==> src/hdl/ambrc_pkg.sv <==
`default_nettype none
package ambrc_pkg;

  localparam int MAX_LEVEL_DEF   = 16;
  localparam int COUNT_WIDTH_DEF = 32;

  // fixed field widths of the result transaction
  localparam int LEVEL_W   = 5;
  localparam int OUT_CNT_W = 32;
  localparam int PCT_A_W   = 7;
  localparam int PCT_E_W   = 11;
  localparam int TDATA_W   = 88;

  // width of the report sums, saturating
  localparam int SUM_W = 64;

  localparam logic [7:0] CH_NUL    = 8'h00;
  localparam logic [7:0] CH_BSLASH = 8'h5C;
  localparam logic [7:0] CH_A      = 8'h61;
  localparam logic [7:0] CH_PCT    = 8'h25;
  localparam logic [7:0] CH_ZERO   = 8'h30;
  localparam logic [7:0] CH_NINE   = 8'h39;

  typedef struct packed {
    logic rd;
    logic wr;
    logic clr;
  } hist_ctl_t;

endpackage
`default_nettype wire

==> src/hdl/ambrc_hist.sv <==
`default_nettype none
module ambrc_hist
  import ambrc_pkg::*;
#(
  parameter int DEPTH  = MAX_LEVEL_DEF + 1,
  parameter int DATA_W = COUNT_WIDTH_DEF,
  localparam int ADDR_W = $clog2(DEPTH)
) (
  input  wire logic              clk,
  input  wire logic              rst,
  input  wire hist_ctl_t         ctl,
  input  wire logic [ADDR_W-1:0] rd_addr,
  input  wire logic [ADDR_W-1:0] wr_addr,
  input  wire logic [DATA_W-1:0] wr_data,
  output logic      [DATA_W-1:0] rd_data
);

  logic [DATA_W-1:0] mem [DEPTH];
  logic [DEPTH-1:0]  vld;
  logic [DATA_W-1:0] q;
  logic              qv;

  always_ff @(posedge clk) begin
    if (ctl.wr) begin
      mem[wr_addr] <= wr_data;
    end
    if (ctl.rd) begin
      q <= mem[rd_addr];
    end
  end

  // an entry not written since the last clear reads as zero
  always_ff @(posedge clk) begin
    if (rst) begin
      vld <= '0;
      qv  <= 1'b0;
    end else begin
      if (ctl.rd) begin
        qv <= vld[rd_addr];
      end
      if (ctl.clr) begin
        vld <= '0;
      end else if (ctl.wr) begin
        vld[wr_addr] <= 1'b1;
      end
    end
  end

  assign rd_data = qv ? q : '0;

endmodule
`default_nettype wire

==> src/hdl/ambrc_div.sv <==
`default_nettype none
module ambrc_div
  import ambrc_pkg::*;
#(
  parameter int NUM_W = SUM_W + 7,
  parameter int DEN_W = COUNT_WIDTH_DEF,
  parameter int Q_W   = PCT_E_W,
  localparam int CNT_W = $clog2(NUM_W + 1)
) (
  input  wire logic             clk,
  input  wire logic             rst,
  input  wire logic             start,
  input  wire logic [NUM_W-1:0] num,
  input  wire logic [DEN_W-1:0] den,
  output logic      [Q_W-1:0]   quot,
  output logic                  done
);

  logic             busy;
  logic [CNT_W-1:0] cnt;
  logic [DEN_W-1:0] rem;
  logic [DEN_W-1:0] den_q;
  logic [NUM_W-1:0] sh;
  logic [Q_W-1:0]   q;
  logic [DEN_W:0]   trial;
  logic [DEN_W:0]   diff;
  logic             ge;

  always_comb begin
    trial = {rem, sh[NUM_W-1]};
    ge    = trial >= {1'b0, den_q};
    diff  = trial - {1'b0, den_q};
  end

  always_ff @(posedge clk) begin
    if (rst) begin
      busy <= 1'b0;
      done <= 1'b0;
      cnt  <= '0;
    end else begin
      done <= 1'b0;
      if (start) begin
        busy <= 1'b1;
        cnt  <= CNT_W'(NUM_W);
      end else if (busy) begin
        cnt <= cnt - CNT_W'(1);
        if (cnt == CNT_W'(1)) begin
          busy <= 1'b0;
          done <= 1'b1;
        end
      end
    end
  end

  // restoring division, one numerator bit a cycle; only the low quotient bits are kept
  always_ff @(posedge clk) begin
    if (start) begin
      rem   <= '0;
      sh    <= num;
      q     <= '0;
      den_q <= den;
    end else if (busy) begin
      rem <= ge ? diff[DEN_W-1:0] : trial[DEN_W-1:0];
      sh  <= sh << 1;
      q   <= {q[Q_W-2:0], ge};
    end
  end

  assign quot = q;

endmodule
`default_nettype wire

==> src/hdl/ambrc_parse.sv <==
`default_nettype none
module ambrc_parse
  import ambrc_pkg::*;
#(
  parameter int MAX_LEVEL   = MAX_LEVEL_DEF,
  parameter int COUNT_WIDTH = COUNT_WIDTH_DEF,
  localparam int LVL_W = $clog2(MAX_LEVEL + 1)
) (
  input  wire logic                   clk,
  input  wire logic                   rst,
  input  wire logic                   clr,
  input  wire logic                   byte_en,
  input  wire logic [7:0]             byte_in,
  output logic                        inc,
  output logic      [LVL_W-1:0]       inc_bin,
  output logic      [COUNT_WIDTH-1:0] words
);

  localparam int V_W = LVL_W + 4;

  typedef enum logic [5:0] {
    PH_IDLE  = 6'b000001,
    PH_BSL   = 6'b000010,
    PH_SKIP  = 6'b000100,
    PH_PCT   = 6'b001000,
    PH_DIG   = 6'b010000,
    PH_DUMMY = 6'b100000
  } phase_t;

  phase_t                 phase, phase_next;
  logic [LVL_W-1:0]       acc, acc_next;
  logic [COUNT_WIDTH-1:0] words_next;
  logic                   halted, halted_next;
  logic                   is_digit;
  logic [V_W-1:0]         acc_ext;
  logic [V_W-1:0]         v;

  always_comb begin
    is_digit = (byte_in >= CH_ZERO) && (byte_in <= CH_NINE);
    acc_ext  = V_W'(acc);
    v        = (acc_ext << 3) + (acc_ext << 1) + V_W'(4'(byte_in - CH_ZERO));
  end

  always_comb begin
    phase_next  = phase;
    acc_next    = acc;
    words_next  = words;
    halted_next = halted;
    inc         = 1'b0;
    inc_bin     = '0;
    if (byte_en && !halted) begin
      unique case (phase)
        PH_IDLE: begin
          if (byte_in == CH_NUL) begin
            halted_next = 1'b1;
          end else if (byte_in == CH_BSLASH) begin
            phase_next = PH_BSL;
          end
        end
        PH_BSL: begin
          if (byte_in == CH_A) begin
            words_next = (&words) ? words : words + COUNT_WIDTH'(1);
            phase_next = PH_SKIP;
          end else begin
            phase_next = PH_IDLE;
          end
        end
        PH_SKIP: begin
          phase_next = PH_PCT;
        end
        PH_PCT: begin
          if (byte_in == CH_PCT) begin
            acc_next   = '0;
            phase_next = PH_DIG;
          end else begin
            inc        = 1'b1;
            inc_bin    = LVL_W'(1);
            phase_next = PH_IDLE;
          end
        end
        PH_DIG: begin
          if (is_digit) begin
            // clamp keeps any nonzero number nonzero
            acc_next = (v > V_W'(MAX_LEVEL)) ? LVL_W'(MAX_LEVEL) : LVL_W'(v);
          end else if (acc == '0) begin
            phase_next = PH_DUMMY;
          end else begin
            inc        = 1'b1;
            inc_bin    = acc;
            phase_next = PH_IDLE;
          end
        end
        PH_DUMMY: begin
          if (byte_in == CH_PCT) begin
            // drop the dummy record again
            words_next = (words != '0) ? words - COUNT_WIDTH'(1) : words;
          end else begin
            inc     = 1'b1;
            inc_bin = '0;
          end
          phase_next = PH_IDLE;
        end
        default: phase_next = PH_IDLE;
      endcase
    end
  end

  always_ff @(posedge clk) begin
    if (rst || clr) begin
      phase  <= PH_IDLE;
      acc    <= '0;
      words  <= '0;
      halted <= 1'b0;
    end else begin
      phase  <= phase_next;
      acc    <= acc_next;
      words  <= words_next;
      halted <= halted_next;
    end
  end

endmodule
`default_nettype wire

==> src/hdl/ambiguity_record_counter.sv <==
`default_nettype none
// Counts word records in a text stream and reports a histogram of their levels.
// Input channel s_axis: one text byte per transaction in tdata[7:0]; a transaction
// with tlast high carries no byte and closes the stream. Bytes are taken one per
// cycle while no report runs; a byte that completes a record updates the histogram
// memory with a read in its accept cycle and the write-back in the next, which
// never meets another update since a record needs several more bytes before the
// next one counts. On end of stream s_axis_tready drops while the report runs: a
// walk over the histogram memory (read, multiply and add per bin), a clamp of the
// sums (analysed count, limit, clamp), and two bit-serial divisions of SUM_W+7
// steps each for the percentages, then one result per bin, levels 0 to MAX_LEVEL,
// each read from the histogram and then loaded. When no word was analysed the
// divisions are skipped.
// Output channel m_axis: one registered transaction per bin; tlast marks the bin
// MAX_LEVEL. A stall on m_axis_tready holds the result and the walk; after the
// last bin is loaded, counts and histogram are cleared and bytes are taken
// again while that result still waits.
// Reset clears the parser, the word count and the histogram (per-bin valid
// flags, no clearing pass) and empties the output register.
module ambiguity_record_counter
  import ambrc_pkg::*;
#(
  parameter int MAX_LEVEL   = MAX_LEVEL_DEF,
  parameter int COUNT_WIDTH = COUNT_WIDTH_DEF
) (
  input  wire logic               clk,
  input  wire logic               rst,
  input  wire logic               s_axis_tvalid,
  output logic                    s_axis_tready,
  input  wire logic [7:0]         s_axis_tdata,  // text_byte
  input  wire logic               s_axis_tlast,  // end_of_stream
  output logic                    m_axis_tvalid,
  input  wire logic               m_axis_tready,
  // level[4:0], level_count[36:5], word_count[68:37], pct_ambiguous[75:69],
  // pct_excess[86:76], zero[87]
  output logic      [TDATA_W-1:0] m_axis_tdata,
  output logic                    m_axis_tuser,  // ratios_valid
  output logic                    m_axis_tlast   // last_bin
);

  localparam int BINS   = MAX_LEVEL + 1;
  localparam int LVL_W  = $clog2(BINS);
  localparam int PROD_W = COUNT_WIDTH + LVL_W;
  localparam int ACC_W  = ((SUM_W > PROD_W) ? SUM_W : PROD_W) + 1;
  localparam int NUM_W  = SUM_W + 7;

  typedef enum logic [12:0] {
    ST_IDLE    = 13'b0000000000001,
    ST_SUM_RD  = 13'b0000000000010,
    ST_SUM_MUL = 13'b0000000000100,
    ST_SUM_ADD = 13'b0000000001000,
    ST_AN      = 13'b0000000010000,
    ST_LIM     = 13'b0000000100000,
    ST_CLAMP   = 13'b0000001000000,
    ST_NUM_A   = 13'b0000010000000,
    ST_DIV_A   = 13'b0000100000000,
    ST_NUM_E   = 13'b0001000000000,
    ST_DIV_E   = 13'b0010000000000,
    ST_EMIT_RD = 13'b0100000000000,
    ST_EMIT_LD = 13'b1000000000000
  } state_t;

  state_t                 state, state_next;
  logic                   in_acc, byte_en, eos;
  logic                   inc;
  logic [LVL_W-1:0]       inc_bin;
  logic [COUNT_WIDTH-1:0] words;
  logic                   pend;
  logic [LVL_W-1:0]       pend_bin;
  hist_ctl_t              hctl;
  logic [LVL_W-1:0]       rd_addr;
  logic [COUNT_WIDTH-1:0] rdata;
  logic [COUNT_WIDTH-1:0] wr_data;

  logic [LVL_W-1:0]       k;
  logic                   k_last;
  logic [LVL_W-1:0]       km1;
  logic [COUNT_WIDTH-1:0] h0;
  logic [COUNT_WIDTH-1:0] analyzed;
  logic [PROD_W-1:0]      prod;
  logic [PROD_W-1:0]      lim;
  logic [SUM_W-1:0]       amb_words;
  logic [SUM_W-1:0]       amb_total;
  logic [ACC_W-1:0]       words_sum, total_sum;
  logic [SUM_W-1:0]       words_sat, total_sat;
  logic [NUM_W-1:0]       num;
  logic                   div_start;
  logic                   div_done;
  logic [PCT_E_W-1:0]     quot;
  logic [PCT_A_W-1:0]     pa;
  logic [PCT_E_W-1:0]     pe;
  logic                   rvalid;
  logic                   load, finish;

  logic [LEVEL_W-1:0]     out_level;
  logic [OUT_CNT_W-1:0]   out_count;
  logic [OUT_CNT_W-1:0]   out_words;
  logic [PCT_A_W-1:0]     out_pa;
  logic [PCT_E_W-1:0]     out_pe;
  logic                   out_rv;
  logic                   out_last;

  function automatic logic [NUM_W-1:0] times100(input logic [SUM_W-1:0] x);
    logic [NUM_W-1:0] xe;
    xe = NUM_W'(x);
    return (xe << 6) + (xe << 5) + (xe << 2);
  endfunction

  assign s_axis_tready = (state == ST_IDLE);
  assign in_acc        = s_axis_tvalid && s_axis_tready;
  assign byte_en       = in_acc && !s_axis_tlast;
  assign eos           = in_acc && s_axis_tlast;

  ambrc_parse #(
    .MAX_LEVEL  (MAX_LEVEL),
    .COUNT_WIDTH(COUNT_WIDTH)
  ) u_parse (
    .clk    (clk),
    .rst    (rst),
    .clr    (finish),
    .byte_en(byte_en),
    .byte_in(s_axis_tdata),
    .inc    (inc),
    .inc_bin(inc_bin),
    .words  (words)
  );

  always_comb begin
    hctl.rd  = inc || (state == ST_SUM_RD) || (state == ST_EMIT_RD);
    hctl.wr  = pend;
    hctl.clr = finish;
    rd_addr  = (state == ST_IDLE) ? inc_bin : k;
    wr_data  = (&rdata) ? rdata : rdata + COUNT_WIDTH'(1);
  end

  ambrc_hist #(
    .DEPTH (BINS),
    .DATA_W(COUNT_WIDTH)
  ) u_hist (
    .clk    (clk),
    .rst    (rst),
    .ctl    (hctl),
    .rd_addr(rd_addr),
    .wr_addr(pend_bin),
    .wr_data(wr_data),
    .rd_data(rdata)
  );

  ambrc_div #(
    .NUM_W(NUM_W),
    .DEN_W(COUNT_WIDTH),
    .Q_W  (PCT_E_W)
  ) u_div (
    .clk  (clk),
    .rst  (rst),
    .start(div_start),
    .num  (num),
    .den  (analyzed),
    .quot (quot),
    .done (div_done)
  );

  always_comb begin
    k_last    = (k == LVL_W'(MAX_LEVEL));
    km1       = k - LVL_W'(1);
    words_sum = ACC_W'(amb_words) + ACC_W'(rdata);
    total_sum = ACC_W'(amb_total) + ACC_W'(prod);
    words_sat = ((words_sum >> SUM_W) != '0) ? '1 : SUM_W'(words_sum);
    total_sat = ((total_sum >> SUM_W) != '0) ? '1 : SUM_W'(total_sum);
    load      = (state == ST_EMIT_LD) && (!m_axis_tvalid || m_axis_tready);
    finish    = load && k_last;
  end

  always_comb begin
    state_next = state;
    unique case (state)
      ST_IDLE:    if (eos) state_next = ST_SUM_RD;
      ST_SUM_RD:  state_next = ST_SUM_MUL;
      ST_SUM_MUL: state_next = ST_SUM_ADD;
      ST_SUM_ADD: state_next = k_last ? ST_AN : ST_SUM_RD;
      ST_AN:      state_next = ST_LIM;
      ST_LIM:     state_next = ST_CLAMP;
      ST_CLAMP:   state_next = (analyzed != '0) ? ST_NUM_A : ST_EMIT_RD;
      ST_NUM_A:   state_next = ST_DIV_A;
      ST_DIV_A:   if (div_done) state_next = ST_NUM_E;
      ST_NUM_E:   state_next = ST_DIV_E;
      ST_DIV_E:   if (div_done) state_next = ST_EMIT_RD;
      ST_EMIT_RD: state_next = ST_EMIT_LD;
      ST_EMIT_LD: if (load) state_next = k_last ? ST_IDLE : ST_EMIT_RD;
      default:    state_next = ST_IDLE;
    endcase
  end

  always_ff @(posedge clk) begin
    if (rst) begin
      state         <= ST_IDLE;
      pend          <= 1'b0;
      div_start     <= 1'b0;
      m_axis_tvalid <= 1'b0;
    end else begin
      state     <= state_next;
      pend      <= inc;
      div_start <= (state == ST_NUM_A) || (state == ST_NUM_E);
      if (load) begin
        m_axis_tvalid <= 1'b1;
      end else if (m_axis_tready) begin
        m_axis_tvalid <= 1'b0;
      end
    end
  end

  always_ff @(posedge clk) begin
    pend_bin <= inc_bin;
    case (state)
      ST_IDLE: begin
        k         <= '0;
        amb_words <= '0;
        amb_total <= '0;
      end
      ST_SUM_MUL: begin
        if (k == '0) begin
          h0 <= rdata;
        end
        // bins above one add their words and their excess analyses
        if (k >= LVL_W'(2)) begin
          prod      <= PROD_W'(km1) * PROD_W'(rdata);
          amb_words <= words_sat;
        end else begin
          prod <= '0;
        end
      end
      ST_SUM_ADD: begin
        amb_total <= total_sat;
        if (!k_last) begin
          k <= k + LVL_W'(1);
        end
      end
      ST_AN: begin
        analyzed <= (words >= h0) ? words - h0 : '0;
      end
      ST_LIM: begin
        lim    <= PROD_W'(analyzed) * PROD_W'(MAX_LEVEL - 1);
        rvalid <= (analyzed != '0);
        pa     <= '0;
        pe     <= '0;
      end
      ST_CLAMP: begin
        k <= '0;
        if (ACC_W'(amb_words) > ACC_W'(analyzed)) begin
          amb_words <= SUM_W'(analyzed);
        end
        if (ACC_W'(amb_total) > ACC_W'(lim)) begin
          amb_total <= SUM_W'(lim);
        end
      end
      ST_NUM_A: num <= times100(amb_words);
      ST_DIV_A: if (div_done) pa <= quot[PCT_A_W-1:0];
      ST_NUM_E: num <= times100(amb_total);
      ST_DIV_E: if (div_done) pe <= quot;
      ST_EMIT_LD: begin
        if (load) begin
          out_level <= LEVEL_W'(k);
          out_count <= OUT_CNT_W'(rdata);
          out_words <= OUT_CNT_W'(words);
          out_pa    <= pa;
          out_pe    <= pe;
          out_rv    <= rvalid;
          out_last  <= k_last;
          if (!k_last) begin
            k <= k + LVL_W'(1);
          end
        end
      end
      default: ;
    endcase
  end

  assign m_axis_tdata = {1'b0, out_pe, out_pa, out_words, out_count, out_level};
  assign m_axis_tuser = out_rv;
  assign m_axis_tlast = out_last;

endmodule
`default_nettype wire

==> config.mk <==
export PLATFORM = sky130hd
export DESIGN_NAME = ambiguity_record_counter
export DESIGN_NICKNAME = d
export VERILOG_FILES = /design/src/hdl/ambrc_pkg.sv /design/src/hdl/ambrc_hist.sv /design/src/hdl/ambrc_div.sv /design/src/hdl/ambrc_parse.sv /design/src/hdl/ambiguity_record_counter.sv
export SDC_FILE = /design/constraint.sdc
export NUM_CORES = 2
export LEC_CHECK = 0
export ABC_CLOCK_PERIOD_IN_PS = 11700
export BUFFER_PORTS_ARGS = -buffer_cell sky130_fd_sc_hd__buf_2
export CAP_MARGIN = 20
export CORE_UTILIZATION = 30
export CTS_CLUSTER_DIAMETER = 40
export DETAILED_ROUTE_END_ITERATION = 8
export PLACE_DENSITY_LB_ADDON = 0.1
export SLEW_MARGIN = 20
export SYNTH_ARGS = -nofsm -noshare
export SYNTH_HDL_FRONTEND = slang
export SYNTH_HIERARCHICAL = 1
export SYNTH_SLANG_ARGS = --single-unit
==> constraint.sdc <==
create_clock -name clk -period 11.7 [get_ports clk]
set_input_delay 0.585 -clock clk [delete_from_list [all_inputs] [get_ports clk]]
set_output_delay 0.585 -clock clk [all_outputs]
set_load 0.01 [all_outputs]
======== Word-level counts from Yosys, hierarchy flattened ========
Memory sizes are Yosys's and may differ from the RTL's. A register that Yosys moved wholly into a read port is not among the register bits.
Cells that the tools add are included.
word-level totals
  logic and storage cells ................. 229
  memory bits (read-only) ................. 0
  latch bits .............................. 0
  register bits ........................... 687
  input port bits ......................... 13
  memory bits (writable) .................. 544
  output and inout port bits .............. 92
  memories kept ........................... 1
operators by class
  reductions and logical operators ........ 50
  muxes and demuxes ....................... 69
  multiply operators ...................... 2
  bitwise logic cells ..................... 2
  equal/unequal tests ..................... 40
  div/mod/pow operators ................... 0
  add/subtract/negate cells ............... 17
  shifts and indexed selects .............. 0
  $lt $le $gt $ge ......................... 11
memory list
  name        words  bits a word  rd ports  clocked after memory_dff  wr ports  line              source
  u_hist.mem  17     32           1         1                         1         ambrc_hist.sv:18  logic [DATA_W-1:0] mem [DEPTH];
operators with widths
  kind                                                                   count
  64-bit case mux with 3 select lines                                    2
  64-bit 2-to-1 mux                                                      5
  32-bit 2-to-1 mux                                                      7
  13-bit case mux with 13 select lines                                   1
  70-bit by 69-bit adder with 71-bit output                              2
  71-bit by 66-bit adder with 71-bit output                              2
  71-bit 2-to-1 mux                                                      2
  71-bit case mux with 2 select lines                                    1
  64-bit by 32-bit adder with 65-bit output                              1
  64-bit by 37-bit adder with 65-bit output                              1
  32-bit by 1-bit adder with 32-bit output (second input constant)       2
  64-bit by 32-bit greater-than comparator with 1-bit output             1
  64-bit by 36-bit greater-than comparator with 1-bit output             1
  32-bit case mux with 2 select lines                                    1
  32-bit AND reduction                                                   2
  32-bit nonzero test                                                    2
  32-bit subtractor                                                      2
  5-bit 2-to-1 mux                                                       11
  13-bit 2-to-1 mux                                                      4
  5-bit by 32-bit multiplier with 37-bit output                          1
  32-bit by 4-bit multiplier with 36-bit output (second input constant)  1
  33-bit by 32-bit >= comparator with 1-bit output                       1
  32-bit >= comparator                                                   1
  32-bit by 1-bit subtractor with 32-bit output (second input constant)  1
  66 further kinds                                                       136

======== Longest topological paths before layout ========
  depth after elaboration ................. 8
  mapped depth ............................ 25
  mapped depth without buffers ............ 22

======== Modules after synthesis ========
Netlist, hierarchy kept.
modules (own cells, without submodules)
  module                    area each (um2)  instances  seq. area each (um2)  cells an instance
  ambiguity_record_counter  45,168.3         1          13,843.3              4,651
  ambrc_hist                22,853.2         1          17,656.9              1,173
  ambrc_div                 8,037.7          1          4,134.0               738
  ambrc_parse               3,839.9          1          880.8                 492

======== Worst setup path after synthesis ========
Ideal clock, no wire load.
  path type ............................... register to register
  start point ............................. register k[0]
  end point ............................... register prod[33], data pin
  data arrival time ....................... 5,883 ps
  clock period less this slack ............ 6,148 ps
  setup slack ............................. 5,552 ps
  buffers on the path ..................... 3
  stages on the path, launching flop included .. 25
  cell sequence ........................... edfxtp_1 -> clkbuf_1 -> clkinv_1 -> clkbuf_1 -> ha_1 -> nand2_1 -> xor2_1 -> clkbuf_1 -> nor2b_1 -> fa_1 -> fa_1 -> inv_1 -> fa_1 -> inv_1 -> ha_1 -> a21o_1 -> a21o_1 -> a21o_1 -> a41oi_1 -> a21bo_2 -> o21a_1 -> a21oi_1 -> a31oi_1 -> xnor2_1 -> nor2_1
between the ends
  longest elaborated chain between the ends .. 2
ends and longest elaborated chain
  element                                        line                             source
  from (decl)                                    ambiguity_record_counter.sv:75   logic [LVL_W-1:0] k;
  from (signal assigned)                         ambiguity_record_counter.sv:235  k <= k + LVL_W'(1);
  from (signal assigned)                         ambiguity_record_counter.sv:270  k <= k + LVL_W'(1);
  5-bit by 1-bit subtractor with 5-bit output    ambiguity_record_counter.sv:165  km1 = k - LVL_W'(1);
  5-bit by 32-bit multiplier with 37-bit output  ambiguity_record_counter.sv:226  prod <= PROD_W'(km1) * PROD_W'(rdata);
  to (signal assigned)                           ambiguity_record_counter.sv:226
  to (decl)                                      ambiguity_record_counter.sv:80   logic [PROD_W-1:0] prod;
Parallel ways exist; a longest one is shown, timed or not.
A chain may end at the register's enable or synchronous reset.

======== Worst setup path after layout ========
  start point ............................. register k[0]
  end point ............................... register prod[34], data pin
Same word-level chain as after synthesis.

==> metrics.md <==
| Metric | Value |
|---|---|
| Status | `finished with violations` |
| Failing checks | `design-rule violations` |
| I/O Buffers | `103` |
| Die X | `518 µm` |
| Met3 wire length | `a little over 10000 µm` |
| Die Area | `268000 µm²` |
| Post-synth top area cell | `edfxtp_1` |
| Site Rows | `around 190` |
| Slew Limit Fails | `0` |
| Layout cells sized above 1 | `12.5%` |
| Maximum vdd drop | `between 0.00015 and 0.0002 V` |
| Unrepaired setup endpoints after global routing | `false` |
| # clock sinks | `1261` |
| Synth Register Bits | `1261` |
| Fin area | `94100 µm²` |
| Post-synthesis sequential area ratio | `45.7%` |
| # setup viols final | `0` |
| Starting Density | `30.1%` |
| GRT Total Usage | `a little under a fifth` |
| First-pass GRT wire length | `roughly 380000 µm` |
| CTS tree | `done` |
| WL met1 | `118000 µm` |
| Gate Count Post-Synth | `7054` |
| Drt total wl | `around 250000 µm` |
| DR top layer | `met5` |
| Worst EP required | `12280 ps` |
| Yosys Warn Count | `6` |
| Most used DFF post-synth | `edfxtp_1` |
| Worst-path clk slew | `about 50 ps` |
| Final #Nets | `8133` |
| Clk_skew | `61.5 ps` |
| Min Clock Period, post-route | `roughly 7000 ps` |
| DIE HEIGHT | `518 µm` |
| Setup Buffers After CTS | `0` |
| Iteration-0 DRC Markers | `about 3700` |
| Num CTS Buffers | `around 270` |
| Synth cell types | `114` |
| Hold crit path type | `in2reg` |
| Post-Place Cell Area | `approximately 85000 µm²` |
| Worst rel slew slack | `32.3%` |
| Crit start category | `flip-flop` |
| H-tree depth | `5` |
| Core area | `approximately 270000 µm²` |
| Syn_area_per_cell | `11.3 µm²` |
| Setup crit end kind | `flip-flop` |
| Number of synthesized flops with an enable pin | `about 1100` |
| Grt total ovfl | `0` |
| Top cells by area, synth | `edfxtp_1, ha_1, fa_1` |
| Buffer depth of the longest clock path | `4` |
| Critical path peak fanout | `32` |
| Worst Tran Pin Value | `1000 ps` |
| Initial antenna violation count | `22` |
| Drc violations | `4` |
| Root buf cell | `clkbuf_16` |
| Gpl congestion | `0.841` |
| Ratio of final minimum period to clock period | `about 60%` |
| Clk_lat worst skew | `approximately 870 ps` |
| DR pass1 iterations | `7` |
| Critical path type | `reg2reg` |
| Routed vias/inst | `5.10` |
| PD cells | `292 nW/µm²` |
| Met2 WL post-DR | `118000 µm` |
| Number of global-route vias before repair | `57298` |
| Synth async-reset ratio | `0%` |
| Synth top area share | `~42%` |
| IO Count | `around 110` |
| Synth-to-Final Area Change | `17.7%` |
| Final hold violations | `0` |
| Final HPWL DP | `~180000 µm` |
| Max cap viols | `0` |
| Fmax | `0.146 GHz` |
| Leak pwr | `37.8 nW` |
| Setup Total Neg Slack | `0 ps` |
| WL/cell | `22.9 µm` |
| Via Count | `56191` |
| Worst EP arrival | `7430 ps` |
| Post-route ant nets | `0` |
| Cell Area, Synth | `79900 µm²` |
| Largest net degree at the start of global routing | `101` |
## placed cells by master, fill, tap and decap left out, drive strengths merged, types with 28 or more instances in the layout
cell	Yosys	routed
nand2b	49	49
o22ai	86	86
ha	575	575
edfxtp	1126	1126
dfxtp	135	135
and2	113	113
mux4	68	68
nor4	46	46
and3	69	69
o21bai	54	54
nor3	115	115
a21o	248	248
nand3	132	132
clkinvlp	0	28
fa	280	280
a31oi	58	58
mux2i	168	168
o31ai	63	63
xor2	145	145
nand4	122	122
inv	420	439
o211ai	37	37
nor2	408	408
clkinv	4	90
nand2	461	461
a211oi	92	92
clkbuf	186	319
a311oi	38	38
a21oi	465	465
bufinv	0	35
buf	90	213
mux2	73	73
o21ai	366	366
xnor2	233	233
nor2b	172	172
o21a	72	72
## per-stage QoR
stage               hold WS [ps]  power [mW]  setup slack, ps  instances  utilization (%)
global placement             404        19.8             4270      10524             31.9
floorplan                    400        15.7             5550       7056                -
detailed placement           409        19.7             4100      10524             32.0
CTS                         64.8        27.7             4030      11012             35.4
global route                 103        29.4             4300      11020             35.5
finish                       133        27.5             4850      11021             35.5
## cells in the mapped netlist, drive strengths merged (26+ instances only)
cell type  count
a211oi        92
a21o         248
a21oi        465
a311oi        38
a31oi         58
and2         113
and3          69
buf           90
clkbuf       186
dfxtp        135
edfxtp      1126
fa           280
ha           575
inv          420
mux2          73
mux2i        168
mux4          68
nand2        461
nand2b        49
nand3        132
nand4        122
nor2         408
nor2b        172
nor3         115
nor4          46
o211ai        37
o21a          72
o21ai        366
o21bai        54
o22ai         86
o31ai         63
or3           26
xnor2        233
xor2         145
## cell families after synthesis
family                   synth area share, %
AO/OA/AOI/OAI                           14.1
XOR/XNOR                                4.14
multiplexers                            5.05
AND/OR/NAND/NOR                         11.4
other                                0.00469
buffers and inverters                   3.61
flip-flops                              45.7
adder cells (fa/ha/maj)                 16.0
## final cells by class
cell class	count	area, µm²
fill	26171	171000
clock inverter	168	1980
multi-input combinational	5095	40900
tap	3533	4420
clock buffer	319	7200
timing repair buffer	214	1400
sequential	1261	36500
antenna	7	17.5
inverter	424	1600
## worst max-delay path, stage by stage, from the launching register on
cell and delay (ps):
edfxtp_1 580, clkinv_1 490, ha_1 440, nand2_1 150
xor2_2 130, buf_4 370, nor2b_1 130, fa_1 530
fa_1 540, inv_1 50, fa_1 530, inv_1 40
ha_1 320, o21ai_0 110, o21ai_0 250, or4b_1 510
nand4_1 170, a31oi_1 160, a21oi_1 360, a41o_1 290
a41oi_1 150, o21ai_0 190, nand2b_1 70
## registers in the layout, indices dropped and copies added (netlist names), 17 cells and up
signal / flops
out_words: 32
u_parse/words: 32
prod: 37
num: 69
amb_words: 64
u_hist/q: 32
u_div/rem: 32
lim: 36
u_hist/mem: 544
h0: 32
amb_total: 64
out_count: 32
analyzed: 32
u_hist/vld: 17
u_div/den_q: 32
u_div/sh: 71
## worst paths after layout
check | cells past startpoint | slack [ps] | end | start
worst min register to register | 0 | 420 | m_axis_tuser$_DFFE_PP_ | rvalid$_DFFE_PP_
worst max register to register | 22 | 4850 | prod[34]$_SDFFCE_PN0P_ | k[0]$_SDFFCE_PP0P_
worst max-delay path | 22 | 4850 | prod[34]$_SDFFCE_PN0P_ | k[0]$_SDFFCE_PP0P_
worst min-delay path | 4 | 130 | u_parse/halted$_SDFFE_PP0P_ | s_axis_tdata[6]
## power breakdown
part           total [mW]  switching [mW]  internal (mW)
logic                13.4            8.45           4.90
clock network        7.75            2.58           5.17
registers            6.37           0.781           5.58
## routing by layer
layer	GRT usage [%]	up-vias
met3	2.19	376
li1	-	26581
met5	0	-
met2	30.4	1137
met1	25.6	28095
met4	5.37	2
## what timing repair did
action	4_1_cts	5_1_grt
resized for setup	0	0
hold endpoints to repair	1	0
hold buffers	1	0
Note: power is estimated with default switching activity, not from simulation.
